File: src/hdl/nrl_pkg.sv
`default_nettype none
// ----------------------------------------------------------------------------
// nrl_pkg: shared types and constants for the nearest region lookup
// Region entry layout, sequencer states, datapath control and status groups,
// command and register codes.
// ----------------------------------------------------------------------------
package nrl_pkg;

	localparam int COORD_W = 16;
	localparam int DIM_W   = 15;
	localparam int DIFF_W  = 18;
	localparam int SQ_W    = 2 * DIFF_W;
	localparam int CNT_W   = 4;
	localparam int OUT_W   = 3;
	localparam int PADDR_W = 3;
	localparam int PDATA_W = 32;

	localparam logic [31:0] BEST_INIT = 32'hffff_ffff;

	localparam logic CMD_QUERY = 1'b0;
	localparam logic CMD_LOAD  = 1'b1;

	// register index taken from paddr[2]
	localparam logic REG_REGION_COUNT = 1'b0;

	typedef struct packed {
		logic signed [COORD_W-1:0] x;
		logic signed [COORD_W-1:0] y;
		logic        [DIM_W-1:0]   w;
		logic        [DIM_W-1:0]   h;
	} region_t;

	typedef enum logic [2:0] {
		ST_IDLE,
		ST_FETCH,
		ST_EVAL,
		ST_SQX,
		ST_SQY,
		ST_ACC,
		ST_FIN,
		ST_OUT
	} state_t;

	typedef struct packed {
		logic clear;
		logic eval;
		logic sqx;
		logic sqy;
		logic acc;
	} dp_ctrl_t;

	typedef struct packed {
		logic hit;
		logic closer;
	} dp_stat_t;

endpackage
`default_nettype wire

File: src/hdl/nrl_dist_unit.sv
`default_nettype none
// ----------------------------------------------------------------------------
// nrl_dist_unit: containment test and squared centre distance
// Tests one entry against the point, then squares the two offsets on one
// shared multiplier and keeps the running minimum distance.
// ----------------------------------------------------------------------------
module nrl_dist_unit
	import nrl_pkg::*;
(
	input  wire                       clk,
	input  wire                       arst_n,
	input  dp_ctrl_t                  ctrl,
	input  region_t                   entry,
	input  wire logic signed [COORD_W-1:0] px,
	input  wire logic signed [COORD_W-1:0] py,
	output dp_stat_t                  stat
);

	logic signed [COORD_W:0]  x_end;
	logic signed [COORD_W:0]  y_end;
	logic signed [COORD_W:0]  cx;
	logic signed [COORD_W:0]  cy;
	logic signed [DIFF_W-1:0] dx;
	logic signed [DIFF_W-1:0] dy;
	logic signed [DIFF_W-1:0] dx_q;
	logic signed [DIFF_W-1:0] dy_q;
	logic signed [DIFF_W-1:0] mult_a;
	logic signed [SQ_W-1:0]   prod;
	logic        [SQ_W-1:0]   sqx_q;
	logic        [SQ_W-1:0]   sqy_q;
	logic        [SQ_W:0]     dist_sum;
	logic        [31:0]       best_q;

	assign x_end = {entry.x[COORD_W-1], entry.x} + $signed({2'b00, entry.w});
	assign y_end = {entry.y[COORD_W-1], entry.y} + $signed({2'b00, entry.h});
	assign cx    = {entry.x[COORD_W-1], entry.x} + $signed({3'b000, entry.w[DIM_W-1:1]});
	assign cy    = {entry.y[COORD_W-1], entry.y} + $signed({3'b000, entry.h[DIM_W-1:1]});
	assign dx    = {{2{px[COORD_W-1]}}, px} - {cx[COORD_W], cx};
	assign dy    = {{2{py[COORD_W-1]}}, py} - {cy[COORD_W], cy};

	// half-open bounds on both axes
	assign stat.hit = (px >= entry.x) && ($signed({px[COORD_W-1], px}) < x_end) &&
	                  (py >= entry.y) && ($signed({py[COORD_W-1], py}) < y_end);

	// shared squarer
	assign mult_a = ctrl.sqy ? dy_q : dx_q;
	assign prod   = mult_a * mult_a;

	assign dist_sum    = {1'b0, sqx_q} + {1'b0, sqy_q};
	assign stat.closer = dist_sum < {{(SQ_W + 1 - 32){1'b0}}, best_q};

	always_ff @(posedge clk) begin
		if (ctrl.eval) begin
			dx_q <= dx;
			dy_q <= dy;
		end
		if (ctrl.sqx) begin
			sqx_q <= $unsigned(prod);
		end
		if (ctrl.sqy) begin
			sqy_q <= $unsigned(prod);
		end
	end

	always_ff @(posedge clk or negedge arst_n) begin
		if (!arst_n) begin
			best_q <= BEST_INIT;
		end else if (ctrl.clear) begin
			best_q <= BEST_INIT;
		end else if (ctrl.acc && stat.closer) begin
			best_q <= dist_sum[31:0];
		end
	end

endmodule
`default_nettype wire

File: src/hdl/nearest_region_lookup_top.sv
`default_nettype none
// ----------------------------------------------------------------------------
// nearest_region_lookup_top: containing or nearest rectangle search
// Holds a table of rectangles loaded by beats on the request channel and
// answers point queries with the first containing entry, else the entry with
// the nearest centre, with a one-point result cache.
//
// channel    handshake            beat contents
// apb        psel/penable/pready  region_count at address 0
// request    req_valid/req_stall  cmd, entry_index, point, rectangle
// response   rsp_valid/rsp_stall  region_index, one per query
//
// a query that hits the cache goes straight from IDLE to OUT; a scanned
// query passes each entry through FETCH, EVAL, SQX and SQY to ACC, set by the
// shared squarer and the registered table read of one entry per pass
// request stalls for the whole scan and while a result waits to enter the
// output register; reset leaves the cache empty and region_count at 1
// ----------------------------------------------------------------------------
module nearest_region_lookup_top
	import nrl_pkg::*;
#(
	parameter int MAX_REGIONS = 8
) (
	input  wire                       clk,
	input  wire                       arst_n,
	input  wire                       psel,
	input  wire                       penable,
	input  wire                       pwrite,
	input  wire [PADDR_W-1:0]         paddr,
	input  wire [PDATA_W-1:0]         pwdata,
	output logic [PDATA_W-1:0]        prdata,
	output logic                      pready,
	input  wire                       req_valid,
	output logic                      req_stall,
	input  wire                       cmd,
	input  wire [2:0]                 entry_index,
	input  wire logic signed [COORD_W-1:0] point_x,
	input  wire logic signed [COORD_W-1:0] point_y,
	input  wire logic signed [COORD_W-1:0] rect_x,
	input  wire logic signed [COORD_W-1:0] rect_y,
	input  wire [DIM_W-1:0]           rect_width,
	input  wire [DIM_W-1:0]           rect_height,
	output logic                      rsp_valid,
	input  wire                       rsp_stall,
	output logic [OUT_W-1:0]          region_index
);

	localparam int          IDX_W = (MAX_REGIONS > 1) ? $clog2(MAX_REGIONS) : 1;
	localparam int unsigned MAXR  = MAX_REGIONS;

	state_t                     state_q;
	state_t                     state_d;
	dp_ctrl_t                   ctrl;
	dp_stat_t                   stat;

	logic [CNT_W-1:0]           region_count_q;
	logic                       cfg_wr;

	region_t                    mem [MAX_REGIONS];
	region_t                    rd_data_q;
	logic [IDX_W-1:0]           rd_addr;
	logic [IDX_W-1:0]           wr_addr;

	logic                       req_acc;
	logic                       is_load;
	logic                       is_query;
	logic                       load_ok;
	logic                       cache_hit;
	logic [31:0]                lim_full;

	logic                       cache_valid_q;
	logic signed [COORD_W-1:0]  cached_x_q;
	logic signed [COORD_W-1:0]  cached_y_q;
	logic [OUT_W-1:0]           cached_idx_q;
	logic signed [COORD_W-1:0]  px_q;
	logic signed [COORD_W-1:0]  py_q;
	logic [IDX_W:0]             scan_idx_q;
	logic [IDX_W:0]             lim_q;
	logic [IDX_W-1:0]           pick_q;
	logic                       out_load;
	logic                       rsp_valid_q;
	logic [OUT_W-1:0]           region_index_q;

	// configuration port
	assign pready = 1'b1;
	assign cfg_wr = psel && penable && pwrite && pready;

	always_comb begin
		prdata = '0;
		if (paddr[2] == REG_REGION_COUNT) begin
			prdata = {{(PDATA_W - CNT_W){1'b0}}, region_count_q};
		end
	end

	always_ff @(posedge clk or negedge arst_n) begin
		if (!arst_n) begin
			region_count_q <= CNT_W'(1);
		end else if (cfg_wr && (paddr[2] == REG_REGION_COUNT)) begin
			region_count_q <= pwdata[CNT_W-1:0];
		end
	end

	// request decode
	assign req_stall = (state_q != ST_IDLE);
	assign req_acc   = req_valid && !req_stall;
	assign is_load   = req_acc && (cmd == CMD_LOAD);
	assign is_query  = req_acc && (cmd == CMD_QUERY);
	assign load_ok   = is_load && (32'(entry_index) < MAXR);
	assign cache_hit = cache_valid_q && (point_x == cached_x_q) && (point_y == cached_y_q);
	assign lim_full  = (32'(region_count_q) > MAXR) ? MAXR : 32'(region_count_q);

	// region table
	assign wr_addr = IDX_W'(entry_index);
	assign rd_addr = scan_idx_q[IDX_W-1:0];

	always_ff @(posedge clk) begin
		if (load_ok) begin
			mem[wr_addr] <= '{x: rect_x, y: rect_y, w: rect_width, h: rect_height};
		end
		rd_data_q <= mem[rd_addr];
	end

	// sequencer next state
	always_comb begin
		state_d = state_q;
		unique case (state_q)
			ST_IDLE: begin
				if (is_query) begin
					state_d = cache_hit ? ST_OUT : ST_FETCH;
				end
			end
			ST_FETCH: state_d = (scan_idx_q == lim_q) ? ST_FIN : ST_EVAL;
			ST_EVAL:  state_d = stat.hit ? ST_FIN : ST_SQX;
			ST_SQX:   state_d = ST_SQY;
			ST_SQY:   state_d = ST_ACC;
			ST_ACC:   state_d = ST_FETCH;
			ST_FIN:   state_d = ST_OUT;
			ST_OUT: begin
				if (out_load) begin
					state_d = ST_IDLE;
				end
			end
			default:  state_d = ST_IDLE;
		endcase
	end

	// sequencer outputs
	always_comb begin
		ctrl     = '0;
		out_load = 1'b0;
		unique case (state_q)
			ST_IDLE:  ctrl.clear = is_query && !cache_hit;
			ST_EVAL:  ctrl.eval  = 1'b1;
			ST_SQX:   ctrl.sqx   = 1'b1;
			ST_SQY:   ctrl.sqy   = 1'b1;
			ST_ACC:   ctrl.acc   = 1'b1;
			ST_OUT:   out_load   = !rsp_valid_q || !rsp_stall;
			default: begin
			end
		endcase
	end

	always_ff @(posedge clk or negedge arst_n) begin
		if (!arst_n) begin
			state_q       <= ST_IDLE;
			cache_valid_q <= 1'b0;
			cached_x_q    <= '0;
			cached_y_q    <= '0;
			cached_idx_q  <= '0;
			scan_idx_q    <= '0;
			lim_q         <= '0;
			pick_q        <= '0;
		end else begin
			state_q <= state_d;
			if (load_ok) begin
				cache_valid_q <= 1'b0;
			end
			if (is_query && !cache_hit) begin
				scan_idx_q <= '0;
				lim_q      <= lim_full[IDX_W:0];
				pick_q     <= '0;
			end
			if (state_q == ST_EVAL && stat.hit) begin
				pick_q <= rd_addr;
			end
			if (state_q == ST_ACC) begin
				if (stat.closer) begin
					pick_q <= rd_addr;
				end
				scan_idx_q <= scan_idx_q + 1'b1;
			end
			if (state_q == ST_FIN) begin
				cache_valid_q <= 1'b1;
				cached_x_q    <= px_q;
				cached_y_q    <= py_q;
				cached_idx_q  <= OUT_W'(pick_q);
			end
		end
	end

	always_ff @(posedge clk) begin
		if (is_query) begin
			px_q <= point_x;
			py_q <= point_y;
		end
	end

	nrl_dist_unit u_dist (
		.clk    (clk),
		.arst_n (arst_n),
		.ctrl   (ctrl),
		.entry  (rd_data_q),
		.px     (px_q),
		.py     (py_q),
		.stat   (stat)
	);

	// response register
	always_ff @(posedge clk or negedge arst_n) begin
		if (!arst_n) begin
			rsp_valid_q <= 1'b0;
		end else if (out_load) begin
			rsp_valid_q <= 1'b1;
		end else if (!rsp_stall) begin
			rsp_valid_q <= 1'b0;
		end
	end

	always_ff @(posedge clk) begin
		if (out_load) begin
			region_index_q <= cached_idx_q;
		end
	end

	assign rsp_valid    = rsp_valid_q;
	assign region_index = region_index_q;

endmodule
`default_nettype wire
File: config.mk
export PLATFORM = sky130hd
export DESIGN_NAME = nearest_region_lookup_top
export DESIGN_NICKNAME = d
export VERILOG_FILES = /design/src/hdl/nrl_pkg.sv /design/src/hdl/nrl_dist_unit.sv /design/src/hdl/nearest_region_lookup_top.sv
export SDC_FILE = /design/constraint.sdc
export NUM_CORES = 2
export LEC_CHECK = 0
export ABC_AREA = 1
export BUFFER_PORTS_ARGS = -buffer_cell sky130_fd_sc_hd__buf_2
export CAP_MARGIN = 20
export CORE_MARGIN = 4
export CORE_UTILIZATION = 60
export DETAILED_ROUTE_END_ITERATION = 6
export GPL_ROUTABILITY_DRIVEN = 0
export PLACE_DENSITY = 0.79
export SLEW_MARGIN = 5
export SYNTH_ARGS = -nofsm -noshare
export SYNTH_HDL_FRONTEND = slang
export SYNTH_SLANG_ARGS = --single-unit
File: constraint.sdc
create_clock -name clk -period 13.2 [get_ports clk]
set_input_delay 2.64 -clock clk [delete_from_list [all_inputs] [get_ports clk]]
set_output_delay 2.64 -clock clk [all_outputs]
set_load 0.05 [all_outputs]
==> run summary <==
The number of gates resized after CTS was 0. The mean cell area of the mapped netlist came out at 10.2 sq um. STA puts the critical path data arrival time at 9930 ps.

STA puts the critical path data required time at 13,660 ps. After detailed routing, the total wire length is 108,000 microns. The chip height is 291 microns. The standard cell core area came out at 79,000 sq um.

After detailed routing, no signal wire sits above met5. The fill cell total of the finished layout came out at 5,810. The die is 291 microns wide. The number of port buffers came out at 118. Sequential elements use 47.2% of the synthesized area. The total of max-cap violations is 0. The type of the worst setup path is reg2reg. For this design, the sink count on the clock tree is 786. The layout overhead on the synthesized area came out at 9.11%. The post-synthesis instance total is 4,718. Global routing used 25.4% of the available tracks.

The count of warnings emitted by yosys came out at 0. The total setup buffers inserted after CTS came out at 0. The routed via count divided by cell count is 5.54. The count of unique library cells instantiated by Yosys is 50. The number of endpoints with negative hold slack in the final report is 0. The average routed wire per standard cell came out at 18.2 microns. The tree is rooted in a clkbuf_16.

The number of storage elements in the synthesis netlist came out at 786. Once routing completed, OpenROAD measured the worst setup slack at 3740 ps. The ratio of cells with drive above 1 in the final layout came out at 8.21%. The die covers 84,400 sq um. The worst setup path is launched from a flop. The TritonCTS buffer count came out at 80.

Entering global routing, the biggest net connects 196 pins. For this block, the initial DRC count from the detailed router was 2,526. The routed length on met1 is 41,900 microns. The met3 wirelength from detailed routing is 7690 microns. The effective utilization at floorplan came out at 60.6%. The number of enable flip-flop cells after synthesis came out at 637.

The level count of the clock H-tree is 3. For this run the aggregate overflow at the end of global routing stands at 0. The number of failing setup endpoints in the final timing report is 0. The most frequently used flop master after synthesis is edfxtp_1. The worst clock skew is 54.8 ps. The library cell used most frequently in the layout, excluding fill and tap cells, is inv_1.

Cells fill 66.1% of the core in the end. The final route contains 32,864 vias. The worst slack at placement is 3790 ps.

The run finished with clean final reports. The number of global-route vias before repair is 33,103. Along the worst path, the maximum fanout reaches 39. The initial antenna violation count came out at 13.

Once detail routing completed, the nets flagged for antenna violations numbered 0. Setup repair after global routing left no endpoint under its margin. The fmax came out at 106 MHz. After routing, the total negative slack on setup checks comes to 0 ps.

The max-slew violation count is 0. The first-pass iteration count of the detailed router came out at 6. The half-perimeter wire length of the detailed placement result came out at 74,800 microns. The first-pass GRT wire length came out at 172,000 microns. The floorplan has 103 rows. The worst pin sits at a relative slew slack of 25.7%.

In this run the deepest clock path goes through 3 buffers. The routed length on met2 is 54,600 microns. The final critical path time including I/O delays and setup is 9460 ps. TritonCTS built the clock tree. The total of hold buffers inserted after clock tree synthesis came out at 0.

The number of standard cells in the final layout excluding fillers is 5,936. In this run the worst hold path is classified as reg2reg. The total instance count after detailed placement came out at 5,774. The number of top-level design ports is 178. The library cells used most frequently in the layout, excluding fill and tap cells, are 726 x inv_1, 674 x nor2_1, 637 x edfxtp_1, 625 x nand2_1, 322 x fa_1.

The latest clock arrival within the worst-skew pair is 660 ps. The count of nets after finishing is 5,569. Clock-pin slew was measured on the worst setup and hold paths at 70 ps.

Summing all multi-input logic gate instances after layout gives 21,900 sq um. The worst setup path is captured at a flop. Of all flip-flops after synthesis, the portion carrying an async set or reset was 11.1%. The residual DRC count is 0. In the finished design, the share of the clock period the worst path needs comes to 71.7%. The actual transition at the worst max-transition pin is 1110 ps.

The footprint of the flip-flops and latches is 22,600 sq um. The cell area after technology mapping came out at 47,900 sq um.
## cells by family (layout without fill, tap and decap cells)
family | after synthesis | count (layout) | share of synthesized area [%]
simple gates | 1502 | 1502 | 12.5
buf+inv | 913 | 1042 | 7.52
flops | 786 | 786 | 47.2
compound gates | 725 | 725 | 8.35
fa+ha+maj | 622 | 622 | 21.3
xor+xnor | 153 | 153 | 2.80
mux | 15 | 15 | 0.353
other cells | 2 | 41 | 0.0157
## sequential cells by signal, summed over array words and instances (netlist names)
name,flops
u_dist.sqx_q,35
lim_q,4
px_q,16
state_q,3
mem,496
pick_q,3
rsp_valid,1
region_index,3
u_dist.best_q,32
cached_x_q,16
u_dist.sqy_q,35
py_q,16
scan_idx_q,4
u_dist.dx_q,18
rd_data_q,62
region_count_q,4
cache_valid_q,1
cached_y_q,16
u_dist.dy_q,18
cached_idx_q,3
## through the flow
step           hold slack (ps)  area (sq um)
6_report                   459         52300
3_3_place_gp               445         49400
2_1_floorplan              425         48000
4_1_cts                    460         52200
5_1_grt                    471         52200
3_5_place_dp               448         49400
## worst max-delay path, cell delays in order, from the launching register on
cell and delay, ps:
dfrtp_1 530, inv_2 120, nor2_4 110, buf_4 440, inv_2 400, o21ai_2 940, clkinv_1 840, nor2_1 410
inv_1 110, fa_1 540, inv_1 160, fa_1 900, fa_1 530, fa_1 500, fa_1 490, inv_1 50
fa_1 470, inv_1 40, ha_1 340, nand2_1 110, nor4_1 380, nand3_1 130, nand3_1 170, nand2_1 70
nand2_1 120, nand2_1 60, nand2_1 70, xor2_1 220
## cell usage after synthesis (all sizes together), types with 5 or more instances
| cell | count | area (sq um) |
|---|---|---|
| inv | 739 | 2770 |
| nor2 | 690 | 2610 |
| edfxtp | 637 | 19100 |
| nand2 | 633 | 2400 |
| o21ai | 343 | 1750 |
| fa | 322 | 6450 |
| ha | 300 | 3750 |
| a21oi | 185 | 930 |
| nand3 | 101 | 516 |
| xor2 | 94 | 823 |
| clkbuf | 90 | 338 |
| buf | 80 | 475 |
| a31oi | 71 | 444 |
| o22ai | 66 | 413 |
| dfxtp | 62 | 1240 |
| xnor2 | 59 | 517 |
| dfrtp | 54 | 1350 |
| dfstp | 33 | 867 |
| nor3 | 31 | 165 |
| or2 | 24 | 150 |
| a21o | 16 | 120 |
| mux2 | 15 | 169 |
| nand4 | 15 | 93.8 |
| o21bai | 12 | 90.1 |
| a21boi | 10 | 75.1 |
| o21a | 7 | 52.6 |
| a31o | 5 | 43.8 |
## metal layers
layer / up-vias / track usage, %
met5: - / 0
met4: 2 / 8.94
met3: 213 / 4.71
met2: 1107 / 44.5
met1: 15985 / 31.9
li1: 15557 / -
## cell type report
cell class | count | area share, %
Inverter | 743 | 5.36
Antenna cell | 12 | 0.0575
Timing Repair Buffer | 150 | 1.64
Multi-Input combinational cell | 3046 | 41.9
Tap cell | 1050 | 2.51
Sequential cell | 786 | 43.2
Clock buffer | 100 | 4.05
Clock inverter | 49 | 1.24
## final timing paths
| check | slack (ps) | endpoint | cells after the start | start |
|---|---|---|---|---|
| setup / recovery | 3740 | u_dist.sqx_q[34] | 27 | state_q[2] |
| hold / removal | 460 | region_index[0] | 0 | cached_idx_q[0] |
| setup reg to reg | 3740 | u_dist.sqx_q[34] | 27 | state_q[2] |
| hold reg to reg | 460 | region_index[0] | 0 | cached_idx_q[0] |
| max in group asynchronous | 10010 | cached_x_q[11] | 2 | arst_n |
| min in group asynchronous | 2180 | u_dist.best_q[2] | 1 | arst_n |
Power is not shown: default switching activity piles up to over one toggle a cycle in this logic, so the estimate is an artifact.
